===== src/rtl/core/stcdz_pkg.sv =====
package stcdz_pkg;

    localparam int SAMPLE_WIDTH  = 12;
    localparam int POS_WIDTH     = 12;
    localparam int NUM_WIDTH     = SAMPLE_WIDTH + POS_WIDTH;
    localparam int DIV_STEPS     = POS_WIDTH;
    localparam int S_TDATA_WIDTH = ((SAMPLE_WIDTH + 7) / 8) * 8;
    localparam int M_TDATA_WIDTH = ((POS_WIDTH + 7) / 8) * 8;
    localparam int ADDR_WIDTH    = 5;
    localparam int DZ_WIDTH      = 8;

    // register indexes (paddr[4:2])
    localparam logic [2:0] REG_RAW_MIN       = 3'd0;
    localparam logic [2:0] REG_RAW_MIDDLE    = 3'd1;
    localparam logic [2:0] REG_RAW_MAX       = 3'd2;
    localparam logic [2:0] REG_DEADZONE      = 3'd3;
    localparam logic [2:0] REG_THROTTLE_MODE = 3'd4;
    localparam logic [2:0] REG_REVERSED      = 3'd5;

    localparam logic [SAMPLE_WIDTH-1:0] RAW_MIN_RESET    = '0;
    localparam logic [SAMPLE_WIDTH-1:0] RAW_MIDDLE_RESET = SAMPLE_WIDTH'(2048);
    localparam logic [SAMPLE_WIDTH-1:0] RAW_MAX_RESET    = SAMPLE_WIDTH'(4095);
    localparam logic [DZ_WIDTH-1:0]     DEADZONE_RESET   = DZ_WIDTH'(25);

    localparam logic [POS_WIDTH-1:0] POS_CENTRE     = POS_WIDTH'(2048);
    localparam logic [POS_WIDTH-1:0] POS_FULL       = POS_WIDTH'(4095);
    localparam logic [POS_WIDTH-1:0] POS_UPPER_BASE = POS_WIDTH'(2047);

    typedef struct packed {
        logic [SAMPLE_WIDTH-1:0] raw_min;
        logic [SAMPLE_WIDTH-1:0] raw_middle;
        logic [SAMPLE_WIDTH-1:0] raw_max;
        logic [DZ_WIDTH-1:0]     deadzone;
        logic                    throttle_mode;
        logic                    reversed;
    } cfg_t;

    typedef struct packed {
        logic fault;       // calibration invalid, force centre
        logic centre;      // sample inside deadzone band
        logic upper_half;  // add the upper base to the quotient
        logic reversed;    // mirror the result
    } ctl_t;

    typedef struct packed {
        ctl_t                    ctl;
        logic [SAMPLE_WIDTH-1:0] den;
        logic [SAMPLE_WIDTH-1:0] rem;
        logic [POS_WIDTH-1:0]    qn;   // numerator bits out at top, quotient bits in at bottom
    } div_t;

endpackage


===== src/rtl/core/stick_calibrated_deadzone_map_unit.sv =====
// Calibrated stick map. Each raw converter sample on the slave stream is
// clamped to the calibrated range and mapped to a 12-bit position: a linear
// 0..4095 ramp in throttle mode, or a centred stick in which a deadzone band
// around the middle gives 2048, the lower half ramps 0..2048 and the upper
// half 2047..4095; the reverse option mirrors to 4095 minus the value. A bad
// calibration (min not below max, middle not below max, or in centred mode an
// empty half range after the deadzone) returns 2048 with the fault flag set.
// One sample is taken every cycle while the output buffer has room; each result
// passes one set-up stage, twelve divider cells that each produce one quotient
// bit, and one output register.
// A two-entry output buffer lets the chain run on while a result waits.
// Program the calibration over APB only while no transfer is in flight.
module stick_calibrated_deadzone_map_unit (
    input  logic                                  aclk,
    input  logic                                  aresetn,
    // slave stream
    input  logic                                  s_tvalid,
    output logic                                  s_tready,
    input  logic [stcdz_pkg::S_TDATA_WIDTH-1:0]   s_tdata,  // [11:0] raw_sample
    // master stream
    output logic                                  m_tvalid,
    input  logic                                  m_tready,
    output logic [stcdz_pkg::M_TDATA_WIDTH-1:0]   m_tdata,  // [11:0] position
    output logic [0:0]                            m_tuser,  // [0] calibration_fault
    // APB configuration
    input  logic                                  psel,
    input  logic                                  penable,
    input  logic                                  pwrite,
    input  logic [stcdz_pkg::ADDR_WIDTH-1:0]      paddr,
    input  logic [31:0]                           pwdata,
    output logic [31:0]                           prdata,
    output logic                                  pready
);

    localparam int SW    = stcdz_pkg::SAMPLE_WIDTH;
    localparam int PW    = stcdz_pkg::POS_WIDTH;
    localparam int DZW   = stcdz_pkg::DZ_WIDTH;
    localparam int STEPS = stcdz_pkg::DIV_STEPS;

    stcdz_pkg::cfg_t cfg_reg;
    logic            wr_en;
    logic [2:0]      reg_idx;
    logic            en;

    logic            chain_valid [STEPS+1];
    stcdz_pkg::div_t chain_data  [STEPS+1];

    logic [PW-1:0]   position;
    logic            fault;

    // Configuration: write on the access phase, reads are combinational.
    assign pready  = 1'b1;
    assign wr_en   = psel && penable && pwrite && pready;
    assign reg_idx = paddr[4:2];

    always_ff @(posedge aclk) begin
        if (!aresetn) begin
            cfg_reg.raw_min       <= stcdz_pkg::RAW_MIN_RESET;
            cfg_reg.raw_middle    <= stcdz_pkg::RAW_MIDDLE_RESET;
            cfg_reg.raw_max       <= stcdz_pkg::RAW_MAX_RESET;
            cfg_reg.deadzone      <= stcdz_pkg::DEADZONE_RESET;
            cfg_reg.throttle_mode <= 1'b0;
            cfg_reg.reversed      <= 1'b0;
        end else if (wr_en) begin
            unique case (reg_idx)
                stcdz_pkg::REG_RAW_MIN:       cfg_reg.raw_min       <= pwdata[SW-1:0];
                stcdz_pkg::REG_RAW_MIDDLE:    cfg_reg.raw_middle    <= pwdata[SW-1:0];
                stcdz_pkg::REG_RAW_MAX:       cfg_reg.raw_max       <= pwdata[SW-1:0];
                stcdz_pkg::REG_DEADZONE:      cfg_reg.deadzone      <= pwdata[DZW-1:0];
                stcdz_pkg::REG_THROTTLE_MODE: cfg_reg.throttle_mode <= pwdata[0];
                stcdz_pkg::REG_REVERSED:      cfg_reg.reversed      <= pwdata[0];
                default: ;  // drop writes beyond the register list
            endcase
        end
    end

    always_comb begin
        unique case (reg_idx)
            stcdz_pkg::REG_RAW_MIN:       prdata = {{(32 - SW){1'b0}}, cfg_reg.raw_min};
            stcdz_pkg::REG_RAW_MIDDLE:    prdata = {{(32 - SW){1'b0}}, cfg_reg.raw_middle};
            stcdz_pkg::REG_RAW_MAX:       prdata = {{(32 - SW){1'b0}}, cfg_reg.raw_max};
            stcdz_pkg::REG_DEADZONE:      prdata = {{(32 - DZW){1'b0}}, cfg_reg.deadzone};
            stcdz_pkg::REG_THROTTLE_MODE: prdata = {31'b0, cfg_reg.throttle_mode};
            stcdz_pkg::REG_REVERSED:      prdata = {31'b0, cfg_reg.reversed};
            default:                      prdata = '0;
        endcase
    end

    // The whole chain advances together; it holds only while the output
    // buffer is full, so s_tready comes straight from a register.
    assign s_tready = en;

    // Set-up stage: clamp, check calibration, pick numerator and divisor.
    stcdz_prep u_prep (
        .aclk      (aclk),
        .aresetn   (aresetn),
        .en        (en),
        .in_valid  (s_tvalid),
        .sample    (s_tdata[SW-1:0]),
        .cfg       (cfg_reg),
        .out_valid (chain_valid[0]),
        .out_data  (chain_data[0])
    );

    // Divider chain: each cell resolves one quotient bit, MSB first.
    for (genvar i = 0; i < STEPS; i++) begin : g_cell
        stcdz_div_cell u_cell (
            .aclk      (aclk),
            .aresetn   (aresetn),
            .en        (en),
            .in_valid  (chain_valid[i]),
            .in_data   (chain_data[i]),
            .out_valid (chain_valid[i+1]),
            .out_data  (chain_data[i+1])
        );
    end

    // Finish the position and hold it for the master side.
    stcdz_out u_out (
        .aclk       (aclk),
        .aresetn    (aresetn),
        .in_valid   (chain_valid[STEPS]),
        .in_data    (chain_data[STEPS]),
        .en         (en),
        .m_valid    (m_tvalid),
        .m_ready    (m_tready),
        .m_position (position),
        .m_fault    (fault)
    );

    assign m_tdata = {{(stcdz_pkg::M_TDATA_WIDTH - PW){1'b0}}, position};
    assign m_tuser = fault;

endmodule


===== src/rtl/core/stcdz_prep.sv =====
module stcdz_prep (
    input  logic                              aclk,
    input  logic                              aresetn,
    input  logic                              en,
    input  logic                              in_valid,
    input  logic [stcdz_pkg::SAMPLE_WIDTH-1:0] sample,
    input  stcdz_pkg::cfg_t                   cfg,
    output logic                              out_valid,
    output stcdz_pkg::div_t                   out_data
);

    localparam int SW = stcdz_pkg::SAMPLE_WIDTH;
    localparam int PW = stcdz_pkg::POS_WIDTH;
    localparam int NW = stcdz_pkg::NUM_WIDTH;
    localparam int EW = SW + 2;

    logic                  valid_reg;
    logic                  valid_next;
    stcdz_pkg::div_t       data_reg;
    stcdz_pkg::div_t       data_next;

    logic [SW-1:0]         s_clamp;
    logic [SW-1:0]         s_lo;
    logic [SW-1:0]         s_up;
    logic signed [EW-1:0]  lo_e, mid_e, hi_e, dz_e, s_e;
    logic signed [EW-1:0]  lower_e, upper_e, band_lo_e, band_hi_e, s_up_e;
    logic                  base_bad;
    logic                  half_bad;
    logic                  in_band;
    logic                  below;
    logic [NW-1:0]         num;

    always_comb begin
        s_clamp = sample;
        if (sample < cfg.raw_min) begin
            s_clamp = cfg.raw_min;
        end
        if (s_clamp > cfg.raw_max) begin
            s_clamp = cfg.raw_max;
        end

        lo_e  = $signed({2'b00, cfg.raw_min});
        mid_e = $signed({2'b00, cfg.raw_middle});
        hi_e  = $signed({2'b00, cfg.raw_max});
        dz_e  = $signed({{(EW - stcdz_pkg::DZ_WIDTH){1'b0}}, cfg.deadzone});
        s_e   = $signed({2'b00, s_clamp});

        lower_e   = mid_e - lo_e - dz_e;
        upper_e   = hi_e - mid_e - dz_e;
        band_lo_e = mid_e - dz_e;
        band_hi_e = mid_e + dz_e;
        s_up_e    = s_e - band_hi_e;

        base_bad = (cfg.raw_min >= cfg.raw_max) || (cfg.raw_middle >= cfg.raw_max);
        half_bad = (lower_e <= 0) || (upper_e <= 0);
        in_band  = (s_e > band_lo_e) && (s_e <= band_hi_e);
        below    = (s_e <= band_lo_e);

        s_lo = s_clamp - cfg.raw_min;
        s_up = s_up_e[SW-1:0];

        data_next = '0;
        data_next.ctl.reversed = cfg.reversed;
        if (cfg.throttle_mode) begin
            // full scale gain is 2^PW - 1
            data_next.ctl.fault = base_bad;
            num = {s_lo, {PW{1'b0}}} - {{PW{1'b0}}, s_lo};
            data_next.den = cfg.raw_max - cfg.raw_min;
        end else begin
            data_next.ctl.fault  = base_bad || half_bad;
            data_next.ctl.centre = in_band;
            data_next.ctl.upper_half = !below;
            // half scale gain is 2^(PW-1)
            if (below) begin
                num = {1'b0, s_lo, {(PW - 1){1'b0}}};
                data_next.den = lower_e[SW-1:0];
            end else begin
                num = {1'b0, s_up, {(PW - 1){1'b0}}};
                data_next.den = upper_e[SW-1:0];
            end
        end
        data_next.rem = num[NW-1:PW];
        data_next.qn  = num[PW-1:0];
        valid_next    = in_valid;
    end

    always_ff @(posedge aclk) begin
        if (!aresetn) begin
            valid_reg <= 1'b0;
        end else if (en) begin
            valid_reg <= valid_next;
        end
    end

    always_ff @(posedge aclk) begin
        if (en) begin
            data_reg <= data_next;
        end
    end

    assign out_valid = valid_reg;
    assign out_data  = data_reg;

endmodule


===== src/rtl/core/stcdz_div_cell.sv =====
module stcdz_div_cell (
    input  logic            aclk,
    input  logic            aresetn,
    input  logic            en,
    input  logic            in_valid,
    input  stcdz_pkg::div_t in_data,
    output logic            out_valid,
    output stcdz_pkg::div_t out_data
);

    localparam int SW = stcdz_pkg::SAMPLE_WIDTH;
    localparam int PW = stcdz_pkg::POS_WIDTH;

    logic            valid_reg;
    stcdz_pkg::div_t data_reg;
    stcdz_pkg::div_t data_next;
    logic [SW:0]     trial;
    logic [SW:0]     diff;
    logic            fits;

    // one restoring step: bring down the next numerator bit, subtract if it fits
    always_comb begin
        trial     = {in_data.rem, in_data.qn[PW-1]};
        diff      = trial - {1'b0, in_data.den};
        fits      = (trial >= {1'b0, in_data.den});
        data_next = in_data;
        data_next.rem = fits ? diff[SW-1:0] : trial[SW-1:0];
        data_next.qn  = {in_data.qn[PW-2:0], fits};
    end

    always_ff @(posedge aclk) begin
        if (!aresetn) begin
            valid_reg <= 1'b0;
        end else if (en) begin
            valid_reg <= in_valid;
        end
    end

    always_ff @(posedge aclk) begin
        if (en) begin
            data_reg <= data_next;
        end
    end

    assign out_valid = valid_reg;
    assign out_data  = data_reg;

endmodule


===== src/rtl/core/stcdz_out.sv =====
module stcdz_out (
    input  logic                           aclk,
    input  logic                           aresetn,
    input  logic                           in_valid,
    input  stcdz_pkg::div_t                in_data,
    output logic                           en,
    output logic                           m_valid,
    input  logic                           m_ready,
    output logic [stcdz_pkg::POS_WIDTH-1:0] m_position,
    output logic                           m_fault
);

    localparam int PW = stcdz_pkg::POS_WIDTH;

    logic          out_valid_reg, out_valid_next;
    logic          skid_valid_reg, skid_valid_next;
    logic [PW-1:0] out_pos_reg, out_pos_next;
    logic          out_fault_reg, out_fault_next;
    logic [PW-1:0] skid_pos_reg, skid_pos_next;
    logic          skid_fault_reg, skid_fault_next;
    logic [PW-1:0] res_pos;
    logic [PW-1:0] ramp;
    logic          take;
    logic          out_free;

    // finish the result: add upper base, mirror, or force centre
    always_comb begin
        ramp = in_data.qn + (in_data.ctl.upper_half ? stcdz_pkg::POS_UPPER_BASE : '0);
        if (in_data.ctl.fault || in_data.ctl.centre) begin
            res_pos = stcdz_pkg::POS_CENTRE;
        end else if (in_data.ctl.reversed) begin
            res_pos = stcdz_pkg::POS_FULL - ramp;
        end else begin
            res_pos = ramp;
        end
    end

    assign en       = !skid_valid_reg;
    assign take     = in_valid && en;
    assign out_free = !out_valid_reg || m_ready;

    always_comb begin
        out_valid_next  = out_valid_reg;
        out_pos_next    = out_pos_reg;
        out_fault_next  = out_fault_reg;
        skid_valid_next = skid_valid_reg;
        skid_pos_next   = skid_pos_reg;
        skid_fault_next = skid_fault_reg;
        if (out_free) begin
            if (skid_valid_reg) begin
                out_valid_next  = 1'b1;
                out_pos_next    = skid_pos_reg;
                out_fault_next  = skid_fault_reg;
                skid_valid_next = 1'b0;
            end else begin
                out_valid_next = take;
                out_pos_next   = res_pos;
                out_fault_next = in_data.ctl.fault;
            end
        end else if (take) begin
            skid_valid_next = 1'b1;
            skid_pos_next   = res_pos;
            skid_fault_next = in_data.ctl.fault;
        end
    end

    always_ff @(posedge aclk) begin
        if (!aresetn) begin
            out_valid_reg  <= 1'b0;
            skid_valid_reg <= 1'b0;
        end else begin
            out_valid_reg  <= out_valid_next;
            skid_valid_reg <= skid_valid_next;
        end
    end

    always_ff @(posedge aclk) begin
        out_pos_reg    <= out_pos_next;
        out_fault_reg  <= out_fault_next;
        skid_pos_reg   <= skid_pos_next;
        skid_fault_reg <= skid_fault_next;
    end

    assign m_valid    = out_valid_reg;
    assign m_position = out_pos_reg;
    assign m_fault    = out_fault_reg;

endmodule


===== config.mk =====
export PLATFORM = sky130hd
export DESIGN_NAME = stick_calibrated_deadzone_map_unit
export DESIGN_NICKNAME = d
export VERILOG_FILES = /design/src/rtl/core/stcdz_pkg.sv /design/src/rtl/core/stick_calibrated_deadzone_map_unit.sv /design/src/rtl/core/stcdz_prep.sv /design/src/rtl/core/stcdz_div_cell.sv /design/src/rtl/core/stcdz_out.sv
export SDC_FILE = /design/constraint.sdc
export NUM_CORES = 1
export LEC_CHECK = 0
export BUFFER_PORTS_ARGS = -buffer_cell sky130_fd_sc_hd__buf_2
export CORE_ASPECT_RATIO = 1.25
export CORE_MARGIN = 2
export CORE_UTILIZATION = 50
export CTS_CLUSTER_DIAMETER = 50
export CTS_CLUSTER_SIZE = 40
export DETAILED_ROUTE_END_ITERATION = 12
export PLACE_DENSITY = 0.66
export SLEW_MARGIN = 20
export SYNTH_ARGS = -nofsm -noshare
export SYNTH_HDL_FRONTEND = slang
export SYNTH_HIERARCHICAL = 1
export SYNTH_SLANG_ARGS = --single-unit

===== constraint.sdc =====
create_clock -name aclk -period 36.3 [get_ports aclk]
set_clock_uncertainty 0.05 [all_clocks]
set_input_delay 3.63 -clock aclk [delete_from_list [all_inputs] [get_ports aclk]]
set_output_delay 3.63 -clock aclk [all_outputs]
set_load 0.005 [all_outputs]

Yosys cells after proc, flatten, opt, wreduce, memory -nomap -nowiden
Index checks and enable logic that the tools add are counted.

word-level totals
  input bits = 60
  flip-flop bits (word level) = 583
  output and inout port bits = 52
  logic and storage cells = 211

operators by class
  reductions and logical operators = 21
  mux-type cells = 25
  bitwise operators = 2
  $lt $le $gt $ge = 21
  equality and inequality tests = 5
  add/subtract/negate cells = 23

operators by type and width
  operator                  number
  $mux W12                  18
  $sub A12 B12 Y12          14
  $ge A13 B12 Y1            12
  $pmux W12 S6              1
  $le A14 B1 Y1 const B     2
  $sub A13 B9 Y14           2
  $sub A12 B12 Y13          2
  $ge A12 B12 Y1            2
  $mux W24                  1
  $sub A24 B12 Y24          1
  $mux W23                  1
  $gt A13 B14 Y1            1
  $le A13 B14 Y1            1
  $reduce_and A2 Y1         7
  $add A12 B8 Y13           1
  $le A12 B13 Y1            1
  $sub A12 B8 Y13           1
  $add A12 B12 Y12          1
  $gt A12 B12 Y1            1
  $lt A12 B12 Y1            1
  $sub A12 B12 Y12 const A  1
  $mux W11                  1
  $eq A3 B2 Y1 const B      2
  $eq A3 B3 Y1 const B      2
  other kinds (8)           20

Longest topological paths before layout
  word-level depth = 7
  depth in mapped cells = 28
  gate-level depth less buffers = 26

Modules after synthesis
Netlist, hierarchy kept.

by module, submodules not included
  module                              times used  area an instance (um2)  cells each  sequential area each (um2)
  stcdz_div_cell                      12          2093.3                  151         1221.2
  stcdz_prep                          1           7726.2                  935         1221.2
  stick_calibrated_deadzone_map_unit  1           2407.3                  252         920.9
  stcdz_out                           1           1642.8                  140         820.8

Worst setup path before layout
No wires, ideal clock.

  kind = register -> output
  from = register u_out.skid_valid_reg
  to = output port s_tready
  stages on the path, launching flop included = 3
  data required time = 32.620 ns
  data arrival time = 10.910 ns
  buffers on the path = 1
  setup slack = 21.710 ns
  path through = dfxtp_1 -> buf_1 -> inv_1

between the ends
  word-level cells in the longest chain between the ends = 1

ends and longest elaborated chain
  item                    line                                      source
  from (decl)             stcdz_out.sv:16                           logic skid_valid_reg, skid_valid_next;
  from (signal assigned)  stcdz_out.sv:73                           skid_valid_reg <= skid_valid_next;
  $logic_not A1 Y1        stcdz_out.sv:38                           assign en = !skid_valid_reg;
  to (decl)               stick_calibrated_deadzone_map_unit.sv:18  output logic s_tready,

Every way passes these cells.

==> impl_metrics.py <==
metrics = {
    "timing": {
        "drv_slew": 0,
        "finalSetupViolations": 0,
        "slew_headroom_pct": 24.1,
        "hold_viol": 0,
        "max_slew.worst_pin.slew_ps": 1130,
        "finalCritPeriodShare_pct": 29.1,
        "rsz0062_at_grt": "no",
        "whs_ps": 348,
        "clock.fmax_ghz": 0.0947,
        "setup_tns_ps": 0,
        "post-route-min-period_ps": 10560,
    },
    "pwr": {
        "powerDensity_nw_per_um2": 77.0,
        "combPwrFrac_pct": 44.9,
        "power.switching_uw": 1040,
        "seqPwrFrac_pct": 36.4,
        "clockPowerShare_pct": 18.7,
        "switching_share_pct": 35.0,
        "peakVddDrop_v": 0.0000502,
        "p_leak_uw": 0.0162,
        "power_uw": 2980,
        "power.internal_uw": 1940,
    },
    "place": {
        "dp_cells": 4006,
        "dp_hpwl_um": 62700,
        "port_buffers": 60,
        "gp_congestion": 0.902,
    },
    "setup_path": {
        "crit_required_ps": 36580,
        "crit_fanout": 24,
        "cp_data_arrival_time_ps": 10840,
        "path_class": "primary input to flip-flop",
        "endpoint_kind": "flip-flop",
        "cp_cell_sequence": "buf_2, ha_1, a211oi_1, o21ai_1, a2111oi_4, buf_6, mux2_2, ha_1, a21oi_1, o21ai_1, a2111o_1, o21a_1, a21oi_1, inv_1, fa_1, nand2b_1, a21oi_2, or3_4, a2111oi_2, nand4bb_1, nor4b_4, a31oi_4, a311oi_1, nor3_1",
        "cp_slowest_cell": "a21oi_1",
        "max_stage_delay_ps": 660,
        "cp-start-kind": "primary input",
    },
    "route": {
        "drtAntennaViolNets": 0,
        "drc": 0,
        "vias_per_cell": 5.74,
        "routed_wl_um": 83100,
        "vias": 23600,
        "dr.pass1.iters": 7,
        "first_iter_violations": 1438,
        "routedWlPerCell_um": 20.2,
    },
    "global_route": {
        "grt_max_degree": 174,
        "grt_pass1_wl_um": 129000,
        "globalRouteTotalUtil_pct": 22.3,
        "grt_antenna_before_repair": 0,
        "grt_pass1_vias": 23800,
        "grt-ovfl-total": 0,
    },
    "cts": {
        "cts_resized": 0,
        "ctsHtreeMaxLevel": 2,
        "cts_buffers": 50,
        "cts_root_buffer": "clkbuf_16",
        "cts_tree": "built",
        "clk_latency_ps": 610,
        "clock-sinks": 583,
        "clockBufferDepth": 3,
        "cts_hold_buf": 0,
        "post_cts_buffers": 0,
        "path_clk_slew_ps": 70,
    },
    "layout": {
        "ff_latch_area_um2": 16900,
        "largest_register_ffs": 456,
        "multiInputGateArea_um2": 17200,
        "area_delta_synth_final_pct": 8.39,
        "drive_above_1_share_pct": 13.5,
        "instances_no_fill": 4110,
        "nets": 3490,
        "fillers": 5988,
        "diodes": 0,
    },
    "floorplan": {
        "die_w_um": 243,
        "core_area_um2": 70600,
        "start_util_pct": 50.5,
        "die_area_um2": 73600,
        "io_pins": 112,
        "die_height_um": 303,
        "num_rows": 109,
    },
    "min_path": {
        "hold_class": "flip-flop to flip-flop",
    },
    "yosys": {
        "syn_inst": 3054,
        "syn_area_um2": 35700,
        "yosysWarnings": 6,
        "syn_area_per_cell_um2": 11.7,
    },
    "run": {
        "maxCapViolations": 0,
    },
    "outcome": {
        "status": "complete, no violations",
    },
}
[power groups by stage]
stage	combinational, uW	clock (uW)	sequential [uW]
floorplan	1090	0	1050
global placement	1270	0	1100
detailed placement	1310	0	1100
CTS	1320	574	1090
global route	1450	597	1100
finish	1340	558	1080
[layer usage]
metal  vias to the layer above  global-route usage, %  share of wire [%]
li1                      11400                      -                  -
met1                     11500                   24.0                 38
met2                       518                   42.9                 54
met3                       204                   2.17                3.1
met4                         0                   12.2                5.5
met5                         -                      0                  0
[layout by cell type, fill, tap and decap left out, types with 12 or more instances in the layout]
master     count
o21ai_0       90
o2111a_1      12
nand4_1       18
nand2_1      151
nor4_1        18
a21oi_1      136
dfxtp_1       61
nand3_1      130
o311a_4       12
o31a_1        26
o21a_1        39
mux2_4        77
fa_1          21
clkbuf_16     51
inv_1        271
o211ai_1      37
buf_4         15
xnor2_1      127
nor4_4        12
edfxtp_1     522
nor2_1       202
and3_1        23
nand2b_1      16
ha_1         283
xor2_1        59
conb_1        25
o31ai_1       18
and2b_1       12
mux2i_1       95
a31o_2        13
a21boi_0      16
nor2b_4       12
mux2_2        49
a221oi_1      13
nor2b_1       90
o21bai_1      17
nor3_1        60
a21o_1        25
buf_2         60
[final timing paths]
kind                                                   start                           end  slack, ps  cells after the start
worst min-delay path            g_cell[2].u_cell/out_data[3]  g_cell[3].u_cell/out_data[4]        350                      0
worst min register to register  g_cell[2].u_cell/out_data[3]  g_cell[3].u_cell/out_data[4]        350                      0
worst max register to register                   cfg_reg[38]           u_prep/out_data[18]      28170                     24
worst max-delay path                              s_tdata[1]           u_prep/out_data[18]      25740                     24
[worst max-delay path, delay by kind of cell]
kind,cells,cell delay (ps)
multiplexers,1,360
AO/OA/AOI/OAI,12,3610
adder cells (fa/ha/maj),3,1100
buffers and inverters,3,590
AND/OR/NAND/NOR,5,1520
[area by class of cell]
cell class | instances | share of cell area [%]
Inverter | 274 | 2.68
Timing Repair Buffer | 89 | 1.57
Clock inverter | 39 | 1.18
Multi-Input combinational cell | 2128 | 44.5
Sequential cell | 583 | 43.7
Clock buffer | 54 | 3.35
Tap cell | 943 | 3.05
[stage by stage]
| stage | util (%) | worst slack (ps) | cell area (um2) |
|---|---|---|---|
| finish | 54.8 | 25740 | 38700 |
| global route | 54.8 | 25240 | 38700 |
| CTS | 54.5 | 25690 | 38500 |
| detailed placement | 52.1 | 25070 | 36800 |
| global placement | 52.0 | 25170 | 36800 |
| floorplan | - | 22170 | 35800 |
Power figures use the tool's default switching activity.
